File: src/rtl/core/mmhq_pkg.sv
package mmhq_pkg;

    // Default number of entries the queue can hold.
    localparam int CAPACITY_DEF = 512;

    // Request kinds.
    localparam logic [1:0] KIND_INSERT = 2'd0;
    localparam logic [1:0] KIND_RM_MIN = 2'd1;
    localparam logic [1:0] KIND_RM_MAX = 2'd2;

    // Result status codes.
    localparam logic [1:0] ST_OK    = 2'd0;
    localparam logic [1:0] ST_EMPTY = 2'd1;
    localparam logic [1:0] ST_FULL  = 2'd2;

    // One heap entry; the packed order is also the sort key.
    typedef struct packed {
        logic [7:0]  prio;
        logic [15:0] burst;
        logic [15:0] id;
    } t_entry;

    // Micro-operations issued by the controller to the datapath.
    typedef enum logic [4:0] {
        CMD_NOP,
        CMD_LOAD,
        CMD_DISP,
        CMD_RD_PARENT,
        CMD_UP_CMP,
        CMD_RD_GP,
        CMD_BU_CMP,
        CMD_PUT,
        CMD_RD_TOP0,
        CMD_CAP0,
        CMD_CAP1,
        CMD_CAP2,
        CMD_RM_SEL,
        CMD_RD_LAST,
        CMD_LD_X,
        CMD_TD_INIT,
        CMD_SCAN,
        CMD_TD_DEC,
        CMD_TD_PCMP,
        CMD_FIN
    } t_cmd;

    // Datapath status seen by the controller.
    typedef struct packed {
        logic [1:0] kind;
        logic       empty;
        logic       full;
        logic       i_zero;
        logic       i_lt3;
        logic       leaf;
        logic       better;
        logic       m_child;
        logic       s_inner;
        logic       scan_done;
        logic       out_busy;
    } t_sts;

    // True when a ranks before b on a min level (is_min) or a max level.
    function automatic logic better(input t_entry a, input t_entry b, input logic is_min);
        return is_min ? (a < b) : (a > b);
    endfunction

endpackage

File: src/rtl/core/mmhq_ctrl.sv
module mmhq_ctrl
    import mmhq_pkg::*;
(
    input  logic i_clk,
    input  logic i_rst_n,
    input  logic i_valid,
    output logic o_ready,
    input  t_sts i_sts,
    output t_cmd o_cmd
);

    typedef enum logic [23:0] {
        S_IDLE     = 24'h000001,
        S_DISP     = 24'h000002,
        S_UP_RD    = 24'h000004,
        S_UP_CMP   = 24'h000008,
        S_BU_RD    = 24'h000010,
        S_BU_CMP   = 24'h000020,
        S_PUT      = 24'h000040,
        S_R0       = 24'h000080,
        S_R1       = 24'h000100,
        S_R2       = 24'h000200,
        S_R3       = 24'h000400,
        S_RM_SEL   = 24'h000800,
        S_RM_RDL   = 24'h001000,
        S_RM_LX    = 24'h002000,
        S_TD_START = 24'h004000,
        S_SCAN     = 24'h008000,
        S_TD_DEC   = 24'h010000,
        S_TD_RDP   = 24'h020000,
        S_TD_PCMP  = 24'h040000,
        S_F0       = 24'h080000,
        S_F1       = 24'h100000,
        S_F2       = 24'h200000,
        S_F3       = 24'h400000,
        S_FIN      = 24'h800000
    } t_state;

    t_state r_state;
    t_state n_state;

    assign o_ready = (r_state == S_IDLE);

    // Sequencing of the heap operations.
    always_comb begin
        n_state = r_state;
        o_cmd   = CMD_NOP;
        unique case (r_state)
            S_IDLE: begin
                if (i_valid) begin
                    o_cmd   = CMD_LOAD;
                    n_state = S_DISP;
                end
            end
            S_DISP: begin
                o_cmd = CMD_DISP;
                if (i_sts.kind == KIND_INSERT) begin
                    n_state = i_sts.full ? S_F0 : S_UP_RD;
                end else if (i_sts.kind == KIND_RM_MIN || i_sts.kind == KIND_RM_MAX) begin
                    n_state = i_sts.empty ? S_F0 : S_R0;
                end else begin
                    n_state = S_F0;
                end
            end
            S_UP_RD: begin
                if (i_sts.i_zero) begin
                    n_state = S_PUT;
                end else begin
                    o_cmd   = CMD_RD_PARENT;
                    n_state = S_UP_CMP;
                end
            end
            S_UP_CMP: begin
                o_cmd   = CMD_UP_CMP;
                n_state = S_BU_RD;
            end
            S_BU_RD: begin
                if (i_sts.i_lt3) begin
                    n_state = S_PUT;
                end else begin
                    o_cmd   = CMD_RD_GP;
                    n_state = S_BU_CMP;
                end
            end
            S_BU_CMP: begin
                o_cmd   = CMD_BU_CMP;
                n_state = i_sts.better ? S_BU_RD : S_PUT;
            end
            S_PUT: begin
                o_cmd   = CMD_PUT;
                n_state = S_F0;
            end
            S_R0: begin
                o_cmd   = CMD_RD_TOP0;
                n_state = S_R1;
            end
            S_R1: begin
                o_cmd   = CMD_CAP0;
                n_state = S_R2;
            end
            S_R2: begin
                o_cmd   = CMD_CAP1;
                n_state = S_R3;
            end
            S_R3: begin
                o_cmd   = CMD_CAP2;
                n_state = S_RM_SEL;
            end
            S_RM_SEL: begin
                o_cmd   = CMD_RM_SEL;
                n_state = i_sts.s_inner ? S_RM_RDL : S_F0;
            end
            S_RM_RDL: begin
                o_cmd   = CMD_RD_LAST;
                n_state = S_RM_LX;
            end
            S_RM_LX: begin
                o_cmd   = CMD_LD_X;
                n_state = S_TD_START;
            end
            S_TD_START: begin
                if (i_sts.leaf) begin
                    n_state = S_PUT;
                end else begin
                    o_cmd   = CMD_TD_INIT;
                    n_state = S_SCAN;
                end
            end
            S_SCAN: begin
                o_cmd = CMD_SCAN;
                if (i_sts.scan_done) begin
                    n_state = S_TD_DEC;
                end
            end
            S_TD_DEC: begin
                o_cmd = CMD_TD_DEC;
                if (!i_sts.better || i_sts.m_child) begin
                    n_state = S_PUT;
                end else begin
                    n_state = S_TD_RDP;
                end
            end
            S_TD_RDP: begin
                o_cmd   = CMD_RD_PARENT;
                n_state = S_TD_PCMP;
            end
            S_TD_PCMP: begin
                o_cmd   = CMD_TD_PCMP;
                n_state = S_TD_START;
            end
            S_F0: begin
                o_cmd   = CMD_RD_TOP0;
                n_state = S_F1;
            end
            S_F1: begin
                o_cmd   = CMD_CAP0;
                n_state = S_F2;
            end
            S_F2: begin
                o_cmd   = CMD_CAP1;
                n_state = S_F3;
            end
            S_F3: begin
                o_cmd   = CMD_CAP2;
                n_state = S_FIN;
            end
            S_FIN: begin
                if (!i_sts.out_busy) begin
                    o_cmd   = CMD_FIN;
                    n_state = S_IDLE;
                end
            end
            default: begin
                n_state = S_IDLE;
            end
        endcase
    end

    // State register.
    always_ff @(posedge i_clk) begin
        if (!i_rst_n) begin
            r_state <= S_IDLE;
        end else begin
            r_state <= n_state;
        end
    end

endmodule

File: config.mk
export PLATFORM = sky130hd
export DESIGN_NAME = mmhq_ctrl
export DESIGN_NICKNAME = d
export VERILOG_FILES = /design/src/rtl/core/mmhq_pkg.sv /design/src/rtl/core/mmhq_ctrl.sv
export SDC_FILE = /design/constraint.sdc
export NUM_CORES = 1
export LEC_CHECK = 0
export BUFFER_PORTS_ARGS = -buffer_cell sky130_fd_sc_hd__buf_4
export CAP_MARGIN = 20
export CORE_AREA = 2 2 70 72
export DETAILED_ROUTE_END_ITERATION = 10
export DIE_AREA = 0 0 72 74
export SYNTH_ARGS = -nofsm -noshare
export SYNTH_HDL_FRONTEND = slang
export SYNTH_SLANG_ARGS = --single-unit
File: constraint.sdc
create_clock -name i_clk -period 2.4 [get_ports i_clk]
set_clock_uncertainty 0.1 [all_clocks]
set_input_delay 0.12 -clock i_clk [delete_from_list [all_inputs] [get_ports i_clk]]
set_output_delay 0.12 -clock i_clk [all_outputs]
set_load 0.05 [all_outputs]
# After elaboration in Yosys (flattened, before gate mapping)
# Cells that the tools add are included.
[classes]
n_eq_ne = 29
muxes = 20
n_reduce_logical = 10
[op_table]
columns = ["cell", "count"]
rows = [
  ["$pmux 24 s23", 1],
  ["$mux 20", 5],
  ["$pmux 5 s20", 1],
  ["$mux 24", 3],
  ["$eq 24x1->1 const B", 1],
  ["$eq 24x10->1 const B", 1],
  ["$eq 24x11->1 const B", 1],
  ["$eq 24x12->1 const B", 1],
  ["$eq 24x13->1 const B", 1],
  ["$eq 24x14->1 const B", 1],
  ["$eq 24x15->1 const B", 1],
  ["$eq 24x16->1 const B", 1],
  ["$eq 24x17->1 const B", 1],
  ["$eq 24x18->1 const B", 1],
  ["$eq 24x19->1 const B", 1],
  ["$eq 24x2->1 const B", 1],
  ["$eq 24x20->1 const B", 1],
  ["$eq 24x21->1 const B", 1],
  ["$eq 24x22->1 const B", 1],
  ["$eq 24x23->1 const B", 1],
  ["$eq 24x24->1 const B", 1],
  ["$eq 24x3->1 const B", 1],
  ["$eq 24x4->1 const B", 1],
  ["$eq 24x5->1 const B", 1],
  ["other kinds (20)", 29],
]
[totals]
ff_bits = 24
wordCells = 60

# Depth between registers and ports, before layout
[depth]
word_depth = 5
ltp_mapped = 7

# Worst setup path after synthesis
# Ideal clock, no wire load.
[synth_path]
path_type = "register to output"
start = "register r_state[14]"
end = "output o_cmd[0]"
arrival_ns = 2.542
required_ns = 2.180
setup_slack_ns = -0.362
path_stages_with_launch = 7
n_path_buf = 1
cell_sequence = "dfxtp_1 -> nor4_4 -> nand4_1 -> buf_4 -> nor3_2 -> a2111oi_0 -> nand4_1"
[synth_rtl]
columns = ["element", "line", "rtl"]
rows = [
  ["start, declared", "mmhq_ctrl.sv:39", "t_state r_state;"],
  ["start signal, assigned", "mmhq_ctrl.sv:184", "r_state <= n_state;"],
  ["$eq 24x1->1", "-", ""],
  ["net o_ready", "mmhq_ctrl.sv:7", "output logic o_ready,"],
  ["$pmux 5 s20", "mmhq_ctrl.sv:48", "unique case (r_state)"],
  ["end, declared", "mmhq_ctrl.sv:9", "output t_cmd o_cmd"],
]
# The timed path passes the listed nets, and every way through them passes these cells.

# Final worst setup path
[layout_path]
start = "register r_state[8]"
end = "output o_cmd[0]"
[layout_via]
elab_chain_cells = 3
[layout_rtl]
columns = ["element", "line"]
rows = [
  ["$eq 24x23->1, or another cell as far along", "mmhq_ctrl.sv:48"],
  ["$reduce_or 2->1 (no source line)", "-"],
  ["$pmux 5 s20 (*)", "mmhq_ctrl.sv:48"],
]
# Mark *: on every way between the ends. The rest lies on a longest branch, timed or not.

==> results_dict.tcl <==
set metrics [dict create \
    status "complete, but fails checks" \
    violations "negative setup slack" \
    drc_errors 0 \
    syn_area_sq_um 1627 \
    powerDensity_nw_per_um2 412.2 \
    final_cell_mix "51 x buf_4, 19 x nor2_1, 15 x nand2_1" \
    finalInstanceArea_sq_um 2320 \
    dp.cells 296 \
    root_buffer "clkbuf_8" \
    syn_to_final_growth_pct 42.62 \
    reg2regPathDepth 7 \
    rows 25 \
    path_buf_inv 2 \
    htreeDepth 1 \
    grt_max_degree 22 \
    holdWs_ns 0.01826 \
    finish.utilization_pct 50.45 \
    fmax_mhz 403.3 \
    cts_tree "done" \
    grt_use_total_pct 20.27 \
    diodes 0 \
    synth_edf_count 0 \
    overflow 0 \
    worstMarginPinSlew_ns 0.4975 \
    cap_violations 0 \
    drv_slew 0 \
    grt_pass1_vias 1657 \
    worstPathArrival_ns 2.26 \
    min_path_type "in2reg" \
    detail-route-antenna-nets 0 \
    die_height_um 74 \
    top_regs "r_state x24" \
    largest_reg_flops 24 \
    worstSetupPathDepth 8 \
    crit_chain "nor4_4 -> buf_4 -> nand2_4 -> nor3_2 -> or4_4 -> nor3_2 -> nand4_1 -> buf_6" \
    yosysWarnings 0 \
    synth_nets 218 \
    cts_made_buffers 3 \
    relSlewSlack_pct 66.61 \
    top_register "r_state" \
    power_frac_comb_pct 18.9 \
    critPathSlowestCell "or4_4" \
    clkSlewWorstSetupHoldPaths_ns 0.09 \
    place_ws_ns -0.04188 \
    fin_setup_tns_ns -0.1553 \
    ys_ff_latch 24 \
    drt_first_iter_violations 157 \
    routedWlPerCell_um 16.72 \
    syn_inst 202 \
    dr.pass1.iters 4 \
    antenna_found_initial 0 \
    cts.path.max_buffers 2 \
    crit_top_cell "nor3_2" \
    syn_area_per_cell_sq_um 8.052 \
    layout-drive-gt1-share_pct 35.63 \
    cts_num_sinks 24 \
    totalWireLength_um 5268 \
    final.fill_count 440 \
    routed-via-count 1776 \
    holdPathStages 3 \
    critPathLaunchType "register" \
    crit_fanout 9 \
    finish.net_count 278 \
    switchingPower_mw 0.2522 \
    layout_commonest_cell "buf_4" \
    pwr-share-clk_pct 38.3 \
    end_kind "output pin" \
    crit_type "reg2out" \
    gp_congestion 0.8956 \
    rsz0062_at_grt "yes" \
    start_util_pct 35.37 \
    die_area_sq_um 5328 \
    final_cells 315 \
    cp_data_required_time_ns 2.18 \
    port_buffers 20 \
    finalSetupViolCount 2 \
    ios 21 \
    period_minus_slack_ns 2.479 \
    grt_pass1_wl_um 8293 \
    layout_setup_ws_ns -0.07935 \
    total_power_mw 0.9561 \
    pwr-share-seq_pct 42.8 \
    synth-async-reset-ratio_pct 0 \
    p_leak_nw 1.054 \
    regArea_sq_um 495.5 \
    placed_area_sq_um 2024 \
    seq_area_frac_synth_pct 29.54 \
    p_int_mw 0.7039 \
    hold_viol_final 0 \
    synth_cell_type_count 48 \
    insertion_delay_ns 0.27 \
    viasPerCell 5.638 \
    chipWidth_um 72 \
    fin_crit_sh_pct 103.3 \
    multi_input_area_sq_um 1172 \
    critPathMaxStageDelay_ns 0.49 \
    dpl.hpwl_um 3855 \
    p_sw_share_pct 26.38 \
    vdd_drop_max_v 0.0002572 \
    crit_family "simple AND/OR/NAND/NOR gates" \
    ys.flop_type "dfxtp_1" \
    core_area_sq_um 4598 \
]
## tightest hold or removal path, delay by kind of cell
kind / cells / cell delay, ns
buf+inv: 1 / 0.12
simple gates: 2 / 0.10
## Yosys cell counts (3+ instances only)
cell      instances  area [sq um]
o21ai_0           5         25.02
xnor2_1           3         26.28
nor4_1            9         56.30
inv_1             6         22.52
nor3_1           16         80.08
nor4_4            4         85.08
dfxtp_1          24         480.5
buf_2             3         15.01
nor2b_1           6         37.54
a21oi_1           3         15.01
xor2_1            3         26.28
nor3b_1           7         52.55
nand2_1          15         56.30
and2_1            6         37.54
or3_1             3         18.77
nand4_1           5         31.28
nand3_1          11         55.05
nand3b_1          3         22.52
nand4b_1          6         52.55
and3_1            5         31.28
nor2_1           19         71.32
## power by group through the flow
| stage | clock, mW | combinational, mW | sequential (mW) |
|---|---|---|---|
| global route | 0.388 | 0.193 | 0.410 |
| CTS | 0.366 | 0.175 | 0.410 |
| floorplan | 0 | 0.0984 | 0.417 |
| global placement | 0 | 0.156 | 0.419 |
| detailed placement | 0 | 0.156 | 0.419 |
| finish | 0.366 | 0.181 | 0.409 |
## area by class of cell
cell class | count | area share [%]
timing repair buffer | 61 | 21.14
tap | 54 | 2.913
clock buffer | 3 | 1.780
sequential | 24 | 21.36
multi-input combinational | 166 | 50.54
clock inverter | 1 | 1.295
inverter | 6 | 0.9709
## timing repair
action	4_1_cts	5_1_grt
resized for setup	18	8
setup buffers	7	4
endpoints found under the setup margin	5	5
pin swaps	6	6
gates cloned	0	0
endpoints found under the hold margin	3	1
hold buffers	3	1
## final timing paths
kind	start	endpoint	slack [ns]
worst max-delay path	r_state[8]$_SDFFE_PN0P_	o_cmd[0]	-0.08
worst min-delay path	i_sts[4]	r_state[17]$_SDFFE_PN0P_	0.02
worst max register to register	r_state[8]$_SDFFE_PN0P_	r_state[0]$_SDFFE_PN1P_	0.12
worst min register to register	r_state[21]$_SDFFE_PN0P_	r_state[21]$_SDFFE_PN0P_	0.40
## metal layers
metal	GRT usage [%]	part of all wire, %	vias up	routed length (um)
li1	-	-	875	-
met4	6.709	1.4	0	72
met5	0	0	-	0
met1	27.60	44	837	2316
met3	3.252	5.8	10	307
met2	33.02	49	54	2571
## kinds of logic after synthesis
kind of cell    count (synthesis)  share of synthesized area [%]
compound gates                 23                          9.692
xor+xnor                        6                          3.231
fa+ha+maj                       1                         0.7691
buf+inv                        12                          3.231
flops                          24                          29.54
simple gates                  136                          53.54
Note: power is estimated with default switching activity, not from simulation.
